<file path="config.mk">
export PLATFORM = sky130hd
export DESIGN_NAME = pcpa_ram
export DESIGN_NICKNAME = d
export VERILOG_FILES = /design/src/pcpa_ram.sv
export SDC_FILE = /design/constraint.sdc
export NUM_CORES = 1
export LEC_CHECK = 0
export ABC_CLOCK_PERIOD_IN_PS = 2100
export BUFFER_PORTS_ARGS = -buffer_cell sky130_fd_sc_hd__buf_2
export CAP_MARGIN = 30
export CORE_ASPECT_RATIO = 0.8
export CORE_MARGIN = 3
export CORE_UTILIZATION = 45
export DETAILED_ROUTE_END_ITERATION = 10
export HOLD_SLACK_MARGIN = 0.05
export PLACE_DENSITY = 0.74
export SYNTH_ARGS = -nofsm -noshare
export SYNTH_HDL_FRONTEND = slang
export SYNTH_SLANG_ARGS = --single-unit
</file>
<file path="constraint.sdc">
create_clock -name clk -period 2.1 [get_ports clk]
set_clock_uncertainty 0.15 [all_clocks]
set_input_delay 0.21 -clock clk [delete_from_list [all_inputs] [get_ports clk]]
set_output_delay 0.21 -clock clk [all_outputs]
set_load 0.05 [all_outputs]
</file>
<file path="src/pcpa_ram.sv">
// Generic simple dual-port RAM with one write port and one registered read port.
// Stand-alone; used for the page link store of the allocator.
`default_nettype none

module pcpa_ram #(
	parameter int WIDTH = 8,
	parameter int DEPTH = 16
) (
	input  wire logic                     clk,
	input  wire logic                     we,
	input  wire logic [$clog2(DEPTH)-1:0] waddr,
	input  wire logic [WIDTH-1:0]         wdata,
	input  wire logic [$clog2(DEPTH)-1:0] raddr,
	output logic      [WIDTH-1:0]         rdata
);

	logic [WIDTH-1:0] mem [DEPTH];

	always_ff @(posedge clk) begin
		if (we) begin
			mem[waddr] <= wdata;
		end
		rdata <= mem[raddr];
	end

endmodule

`default_nettype wire

</file>
* Word-level counts from Yosys, hierarchy flattened
Memory sizes are Yosys's and may differ from the RTL's. A register that Yosys moved wholly into a read port is not among the register bits.
Index checks and enable logic that the tools add are counted.
** Storage, ports and cells
- Register bits after elaboration :: 0
- Memory bits (writable) :: 128
- Logic and storage cells :: 3
- Input port bits :: 18
- Memories kept :: 1
** Cells by class
- Muxes and demuxes :: 2
** Memories
- mem :: words 16, width 8, rd ports 1, clocked after Yosys merged registers in 1, wr ports 1, line 17 : logic [WIDTH-1:0] mem [DEPTH];
** Operator list (number)
- two-way mux 1 bit :: 2

* Logic depth before layout (Yosys ltp)
Gate-level depths: netlist of run 1.
- Depth after elaboration :: 2
- Mapped depth :: 5

* Worst setup path after synthesis of run 1
No wires, ideal clock.
- Path type :: input to register
- Start point :: in waddr[2]
- End point :: mem mem[0][0] (enable)
- Slack :: 0.247 ns
- Cell stages on the path :: 2
- Arrival time :: 1.320 ns
- Data required time :: 1.567 ns
- Setup time :: 0.383 ns
- Path through :: or3b_2 nor3_1
** RTL lines
- from (decl) :: line 11 : input wire logic [$clog2(DEPTH)-1:0] waddr,
- to (decl) :: line 17
No word-level cell before the write port.

==> qor.yml, run 1 <==
vias: 2443
swShare_pct: 20.85
grt_pass1_wl_mm: 14.99
initial_core_util_pct: 46.72
crit_path_start_kind: "flop"
power.share.clock_pct: 46.6
synth_top_area_cell: "edfxtp_1"
hold_depth: 3
crit_fanout: 1
critPathArrivalTime_ns: 1.63
busiest_layer: "met2"
drc: 0
ys_warn_count: 0
pin_count: 26
finalWeightedCongestion: 0.7725
synth_cell_types: 19
seqPwrFrac_pct: 48.0
drv_cap: 0
power_frac_comb_pct: 5.4
routed_wl_mm: 9.443
synth_area_um2: 5147
fin_setup_tns_ns: 0
synthesis.nets: 247
synth_edf_count: 128
fin_crit_sh_pct: 71.54
endpoint_kind: "flop"
dp_hpwl_mm: 5.930
slowest_delay_ns: 0.52
whs_ns: 0.2168
dieHeight_um: 101.7
regToRegEndpoint: "rdata[0]"
die-area_um2: 12770
synth_top_area_share_pct: 74.67
clock-sinks: 136
path_class: "flop to flop"
drtIter0Drc: 270
cts-root-buf: "clkbuf_16"
cp.required_ns: 2.23
worstSkewPairLatency_ns: 0.41
wire_per_inst_um: 20.98
fmax_mhz: 665.6
total_power_mw: 6.365
reg2reg_slack_ns: 0.60
switching_power_mw: 1.327
synth_cells: 229
period_needed_ns: 1.502
synthFlopType: "edfxtp_1"
antenna_cells: 0
critical_path.slowest_cell: "mux4_1"
gr-usage-met1_pct: 22.13
powerDensity_nw_per_um2: 1022
io_buffers: 25
viasPerCell: 5.429
grtUsageMet2_pct: 25.18
area_growth_pct: 20.95
grt_pass1_vias: 2575
rsz0062_at_grt: "no"
grt_max_degree: 33
firstDrtPassIters: 4
p_int_mw: 5.038
report.final.hold_viol_count: 0
hold-path-endpoint: "mem[12][0]"
setup_viol: 0
reg2regPathDepth: 3
cts.clk_slew.worst_paths_ns: 0.06
globalRouteMet3Util_pct: 5.271
drive_gt1_share_pct: 31.70
worst_pin_slew_ns: 0.4267
ir_drop_uv: 552.9
die_w_um: 125.6
fp.coreArea_um2: 11020
nets: 311
ys_ff_latch: 136
ys_seq_area_share_pct: 77.78
clockBufferDepth: 2
cts_setup_buffers: 0
syn_avg_cell_area_um2: 22.48
max_slew_margin_pct: 71.56
std_cell_rows: 34
cts_made_buffers: 17
crit_chain: "mux4_1 -> a22oi_1 -> nand2_1"
tritoncts: "built"
async_flop_share_pct: 0
grt-ovfl-total: 0
hold_path.class: "primary input to flop"
cts.htree.levels: 4
critPathLaunch: "mem[5][0]"
outcome: "completed"
final_antenna_net_count: 0
grtUsageTotal_pct: 16.38
grt_antenna_before_repair: 0
synth.top_cells.by_area: "edfxtp_1 75%, mux4_2 7.9%, mux4_1 7.1%"
final_max_slew_viol_count: 0
r2r-start: "mem[5][0]"
min_from: "waddr[0]"
leakagePower_nw: 2.139
==> power groups by stage <==
stage	sequential [mW]	combinational, mW	clock (mW)
after floorplan	3.17	0.154	0
after global placement	3.11	0.331	0
after detailed placement	3.11	0.339	0
after CTS	3.05	0.353	3.01
after global routing	3.06	0.375	3.14
final	3.05	0.347	2.97
==> kinds of logic after synthesis <==
logic type,count (synthesis),synth area share [%]
compound gates,16,2.334
buf+inv,10,1.677
flops,136,77.78
mux,32,15.02
simple gates,35,3.184
==> registers in the layout, indices dropped and copies added (netlist names) <==
signal,flops
mem,128
rdata,8
==> through the flow <==
stage	util [%]	instances	area (um2)	setup WS, ns
floorplan	-	229	5147	0.2471
global placement	50.32	410	5544	0.2758
global route	56.51	450	6226	0.5437
finish	56.51	450	6226	0.5976
CTS	56.51	450	6226	0.5822
detailed placement	50.32	410	5544	0.2698
==> critical path: cells and delay by family, from the launching register on <==
kind	cells	cell delay, ns
and+or+nand+nor	1	0.11
muxes	1	0.52
AOI/OAI and AO/OA	1	0.22
DFF	1	0.37
==> layout by cell type, fill, tap and decap left out <==
cell type | Yosys | layout
a22oi_1 | 16 | 16
and2_1 | 1 | 1
and2b_1 | 1 | 1
buf_12 | 0 | 1
buf_2 | 3 | 25
buf_4 | 1 | 21
bufinv_16 | 0 | 3
clkbuf_16 | 0 | 17
clkinv_1 | 0 | 1
clkinv_2 | 0 | 3
clkinv_4 | 0 | 3
clkinvlp_4 | 0 | 2
dfxtp_1 | 8 | 8
dlygate4sd3_1 | 0 | 8
edfxtp_1 | 128 | 128
inv_6 | 0 | 3
mux4_1 | 14 | 14
mux4_2 | 18 | 18
nand2_1 | 9 | 9
nand2b_1 | 2 | 2
nand3_1 | 1 | 1
nand3b_1 | 2 | 2
nor2_1 | 13 | 13
nor2b_1 | 1 | 1
nor3_1 | 4 | 4
or3b_2 | 1 | 1
==> synthesized netlist by cell type, types with 2 or more instances <==
cell type        count
mux4_1              14
edfxtp_1           128
nand2b_1             2
mux4_2              18
nor3_1               4
nand2_1              9
nand3b_1             2
nor2_1              13
buf_6                3
buf_2                3
dfxtp_1              8
clkdlybuf4s25_2      3
a22oi_1             16
==> area by class of cell <==
class                           count  area (um2)
Multi-Input combinational cell     83        1057
Tap cell                          144       180.2
Clock buffer                       17       425.4
Sequential cell                   136        4004
Timing Repair Buffer               55       382.9
Fill cell                         810        4792
Clock inverter                     15       176.4
==> how the worst max path moves through the flow <==
stage	to	slack, ns
floorplan	mem[0][0]	0.25
global placement	rdata[0]	0.28
detailed placement	rdata[0]	0.27
CTS	rdata[0]	0.58
global route	rdata[0]	0.54
finish	rdata[0]	0.60
==> metal layers <==
layer  vias to the layer above  routed length (um)
met5                         -                   0
met2                        81                4613
li1                       1103                   -
met1                      1252                4053
met3                         7                 686
met4                         0                  89
==> repair_timing <==
action | 4_1_cts | 5_1_grt
gates resized for setup | 0 | 0
hold buffers | 8 | 0
hold endpoints to repair | 128 | 0
Power figures use the tool's default switching activity.
==> run 2, diff against run 1 <==
--- a/config.mk
+++ b/config.mk
@@ -5,7 +5,7 @@
 export SDC_FILE = /design/constraint.sdc
 export NUM_CORES = 1
 export LEC_CHECK = 0
-export ABC_CLOCK_PERIOD_IN_PS = 2100
+export ABC_CLOCK_PERIOD_IN_PS = 1390
 export BUFFER_PORTS_ARGS = -buffer_cell sky130_fd_sc_hd__buf_2
 export CAP_MARGIN = 30
 export CORE_ASPECT_RATIO = 0.8
==> constraint.sdc (replaced) <==
create_clock -name clk -period 1.39 [get_ports clk]
set_clock_uncertainty 0.15 [all_clocks]
set_input_delay 0.139 -clock clk [delete_from_list [all_inputs] [get_ports clk]]
set_output_delay 0.139 -clock clk [all_outputs]
set_load 0.05 [all_outputs]
==> qor.yml, run 2 (synthesis results as in run 1) <==
switching_power_mw: 1.915
setup_viol: 3
drive_gt1_share_pct: 40.58
hold_depth: 3
area_growth_pct: 25.09
fp.coreArea_um2: 11020
total_power_mw: 9.978
grt_pass1_wl_mm: 15.66
regMostFlops: "mem"
critPathArrivalTime_ns: 1.58
violations: "setup timing"
r2r-start: "mem[11][5]"
hold_path.class: "primary input to flop"
die_w_um: 125.6
drv_cap: 0
outcome: "finished, violations left"
drtIter0Drc: 340
crit_fanout: 1
grt_antenna_before_repair: 0
worst_pin_slew_ns: 1.016
grt-ovfl-total: 0
fin_setup_tns_ns: -0.08260
largest_register_ffs: 128
cts.htree.levels: 4
io_buffers: 25
fin_ws_ns: -0.06004
post-route-util_pct: 58.44
cts_made_buffers: 17
place_inst: 417
path_class: "flop to flop"
hold-path-endpoint: "mem[0][6]"
leakagePower_nw: 2.194
reg2regPathDepth: 3
wire_per_inst_um: 22.15
crit_chain: "mux4_2 -> a22oi_2 -> nand2_2"
initial_core_util_pct: 46.72
multi_input_area_um2: 1111
dieHeight_um: 101.7
clockBufferDepth: 2
cts_setup_buffers: 0
firstDrtPassIters: 5
fmax_mhz: 689.6
vias: 2507
final_common_cell: "edfxtp_1"
critical_path.slowest_cell: "mux4_2"
slowest_delay_ns: 0.50
reg_top3: "mem (128), rdata (8)"
min_from: "waddr[1]"
p_int_mw: 8.063
mostFrequentLayoutCells: "128 x edfxtp_1, 26 x mux4_2, 24 x buf_2"
swShare_pct: 19.19
grtUsageTotal_pct: 17.46
routed.top_layer: "met4"
rsz0062_at_grt: "yes"
cp.required_ns: 1.52
dr_wl_met2_mm: 4.653
final_antenna_net_count: 0
dp_slack_ns: -0.2957
pin_count: 26
power_frac_comb_pct: 5.9
power.share.clock_pct: 47.8
wl_met3_um: 648
finalWeightedCongestion: 0.7330
wl_met1_mm: 4.717
drc: 0
die-area_um2: 12770
fin_crit_sh_pct: 104.3
cts.clk_slew.worst_paths_ns: 0.06
seq_area_um2: 4004
std_cell_rows: 34
cts-root-buf: "clkbuf_16"
period_needed_ns: 1.450
dp_hpwl_mm: 6.536
routed_wl_mm: 10.12
ir_drop_uv: 1019
fillerInstances: 776
seqPwrFrac_pct: 46.3
reg2reg_slack_ns: -0.06
endpoint_kind: "flop"
final-instance-count-excl-fill: 457
powerDensity_nw_per_um2: 1550
regToRegEndpoint: "rdata[5]"
final_max_slew_viol_count: 0
antenna_cells: 0
tritoncts: "built"
nets: 318
max_slew_margin_pct: 31.98
viasPerCell: 5.486
worstSkewPairLatency_ns: 0.41
clock-sinks: 136
report.final.hold_viol_count: 0
grt_pass1_vias: 2607
crit_path_start_kind: "flop"
grt_max_degree: 20
run 2: cell count changes in the layout (fill, tap and decap cells not counted), moves of 4 or more:
cell,before,now
a22oi_2,0,9
clkbuf_8,0,5
nor3_1,4,0
a22oi_1,16,7
mux4_1,14,6
buf_12,1,6
mux4_2,18,26
run 2: stage by stage:
step	instance area, um2	hold WS (ns)
6_report	6439	0.1241
4_1_cts	6422	0.1118
3_3_place_gp	5695	0.3578
3_5_place_dp	5695	0.3802
5_1_grt	6439	0.1301
2_1_floorplan	5191	0.08787
run 2: worst max path at each step:
| stage | cells past startpoint | slack (ns) | endpoint | start |
|---|---|---|---|---|
| after floorplan | 5 | -0.04 | rdata[1] | raddr[0] |
| after global placement | 5 | -0.31 | rdata[5] | raddr[0] |
| after detailed placement | 5 | -0.30 | rdata[5] | raddr[0] |
| after CTS | 3 | -0.08 | rdata[5] | mem[11][5] |
| after global routing | 3 | -0.09 | rdata[5] | mem[11][5] |
| final | 3 | -0.06 | rdata[5] | mem[11][5] |
run 2: critical path: cells and delay by family, from the launching register on:
family	cells	cell delay (ns)
simple gates	1	0.10
flops	1	0.38
mux	1	0.50
compound gates	1	0.20
run 2: layer usage:
metal,vias up,global-route usage [%]
met3,10,4.692
met4,0,6.750
li1,1109,-
met2,100,25.51
met1,1288,25.48
met5,-,0
run 2: area by class of cell:
type	count	share of cell area (%)
Sequential cell	136	62.18
Multi-Input combinational cell	83	17.26
Clock buffer	25	7.851
Timing Repair Buffer	62	7.773
Tap cell	144	2.798
Clock inverter	7	2.138
run 2: power groups by stage:
stage	combinational [mW]	clock (mW)	sequential [mW]
after CTS	0.575	4.82	4.62
after global routing	0.633	5.03	4.63
final	0.589	4.77	4.62
after detailed placement	0.551	0	4.70
after floorplan	0.240	0	4.79
after global placement	0.538	0	4.70
run 2: timing repair:
action                                 CTS  global route
endpoints found under the hold margin  128             0
setup endpoints to repair                8             9
hold buffers                             8             0
pin swaps                                1             9
resized for setup                        3            16
==> run 3, diff against run 2 <==
--- a/config.mk
+++ b/config.mk
@@ -5,15 +5,18 @@
 export SDC_FILE = /design/constraint.sdc
 export NUM_CORES = 1
 export LEC_CHECK = 0
+export ABC_AREA = 1
 export ABC_CLOCK_PERIOD_IN_PS = 1390
 export BUFFER_PORTS_ARGS = -buffer_cell sky130_fd_sc_hd__buf_2
 export CAP_MARGIN = 30
+export CELL_PAD_IN_SITES_DETAIL_PLACEMENT = 0
+export CELL_PAD_IN_SITES_GLOBAL_PLACEMENT = 1
 export CORE_ASPECT_RATIO = 0.8
 export CORE_MARGIN = 3
 export CORE_UTILIZATION = 45
 export DETAILED_ROUTE_END_ITERATION = 10
 export HOLD_SLACK_MARGIN = 0.05
-export PLACE_DENSITY = 0.74
+export PLACE_DENSITY = 0.86
 export SYNTH_ARGS = -nofsm -noshare
 export SYNTH_HDL_FRONTEND = slang
 export SYNTH_SLANG_ARGS = --single-unit
==> qor.yml, run 3 <==
drtIter0Drc: 503
cts.htree.levels: 4
cts_made_buffers: 17
die_w_um: 132.6
synthesis.nets: 569
fin_setup_tns_ns: 0
clock-sinks: 136
drv_cap: 0
grtUsageTotal_pct: 19.85
critPathArrivalTime_ns: 1.50
wire_per_inst_um: 16.87
r2r-start: "mem[10][1]"
routed_wl_mm: 13.26
grt_pass1_wl_mm: 20.87
hold_path.class: "primary input to flop"
firstDrtPassIters: 4
final_max_slew_viol_count: 0
dpl-instance-area_um2: 6187
worst_pin_slew_ns: 0.4357
critical_path.slowest_cell: "dlygate4sd3_1"
largest_register_ffs: 128
setup_viol: 0
fmax_mhz: 737.8
slowest_delay_ns: 0.54
min_from: "wdata[1]"
ctsResizeCount: 0
cpMostUsedCell: "nand3_1"
multi_input_area_um2: 1214
syn_avg_cell_area_um2: 10.47
reg_top3: "mem (128), rdata (8)"
crit_path_start_kind: "primary input"
report.final.hold_viol_count: 0
seq_area_um2: 4004
drive_gt1_share_pct: 12.68
ys_seq_area_share_pct: 69.43
worst-path-buf-inv: 4
cts-root-buf: "clkbuf_16"
synth_top_area_share_pct: 66.65
pin_count: 26
area_growth_pct: 20.09
fin_crit_sh_pct: 97.51
tritoncts: "built"
initial_core_util_pct: 46.73
synth_top_area_cell: "edfxtp_1"
period_needed_ns: 1.355
crit_chain: "dlygate4sd3_1 -> buf_2 -> inv_1 -> buf_12 -> nand3_1 -> nand3_1 -> nand2_1"
fp.coreArea_um2: 12340
final_antenna_net_count: 0
fin_area_um2: 6925
mostFrequentLayoutCells: "173 x nand2_1, 128 x edfxtp_1, 100 x inv_1"
synth_edf_count: 128
clockBufferDepth: 2
outcome: "completed"
nets: 620
ys_ff_latch: 136
cts.clk_slew.worst_paths_ns: 0.06
crit_fanout: 16
regMostFlops: "mem"
powerDensity_nw_per_um2: 1483
ir_drop_uv: 1119
synthFlopType: "edfxtp_1"
viasPerCell: 4.922
cp.required_ns: 1.54
fillerInstances: 1066
synth.top_cells.by_count: "173 x nand2_1, 128 x edfxtp_1, 100 x inv_1"
max_slew_margin_pct: 70.95
path_class: "primary input to flop"
grt_pass1_vias: 3703
dieHeight_um: 107.3
leakagePower_nw: 3.009
endpoint_kind: "flop"
synth.top_cells.by_area: "edfxtp_1 67%, nand2_1 11%, nand3_1 8.4%"
ys_warn_count: 0
vias: 3869
crit_family: "buffers and inverters"
std_cell_rows: 36
dp_hpwl_mm: 7.954
grt_max_degree: 65
final_common_cell: "nand2_1"
drc: 0
total_power_mw: 10.27
antenna_cells: 0
rsz0062_at_grt: "no"
synth_area_um2: 5767
io_buffers: 25
critPathLaunch: "raddr[2]"
die-area_um2: 14220
worstSkewPairLatency_ns: 0.42
finalWeightedCongestion: 0.8350
synth_most_common_cell: "nand2_1"
synth_cell_types: 12
async_flop_share_pct: 0
grt-ovfl-total: 0
synth_cells: 551
grt_antenna_before_repair: 0
## run 3: cells by family after synthesis
logic type,count (synthesis),share of synthesized area (%)
flip-flops,136,69.43
AND/OR/NAND/NOR,289,21.05
buffers and inverters,126,9.525
## run 3: path summary, 6_finish.rpt
| path | to | cells past startpoint | slack, ns |
|---|---|---|---|
| setup / recovery | rdata[2] | 7 | 0.03 |
| hold / removal | mem[0][1] | 1 | 0.04 |
| setup reg to reg | rdata[1] | 6 | 0.19 |
| hold reg to reg | rdata[7] | 6 | 0.51 |
## run 3: report_power, final
group / internal (mW) / leakage (nW) / switching [mW] / total (mW)
Sequential: 4.59 / 1.22 / 0.0298 / 4.62
Combinational: 0.202 / 1.47 / 0.492 / 0.694
Clock: 3.34 / 0.313 / 1.62 / 4.96
## run 3: stage by stage
step                hold WS, ns  setup slack [ns]  cells  util [%]
CTS                     0.05763           0.04305    786     56.11
global placement         0.3644           0.01745    746     50.13
detailed placement       0.3671          0.002951    746     50.13
global route            0.06817           0.03050    786     56.11
finish                  0.04289           0.03457    786     56.11
floorplan               0.08787            0.1502    551         -
## run 3: cell type report
class / instances / share of cell area, %
Clock inverter: 14 / 3.306
Multi-Input combinational cell: 289 / 17.52
Timing Repair Buffer: 56 / 6.540
Sequential cell: 136 / 57.81
Tap cell: 171 / 3.089
Inverter: 102 / 5.528
Clock buffer: 18 / 6.197
## run 3: routing by layer
metal  vias to the layer above  wire, um  global-route usage, %
met4                         0       160                  5.935
met5                         -         0                      0
li1                       1878         -                      -
met3                        13       973                  5.234
met2                       142      5765                  28.30
met1                      1836      6362                  29.94
## run 3: repair_timing
action                                 CTS  global route
buffers inserted                         0             0
hold buffers                             8             0
endpoints found under the hold margin  104             0
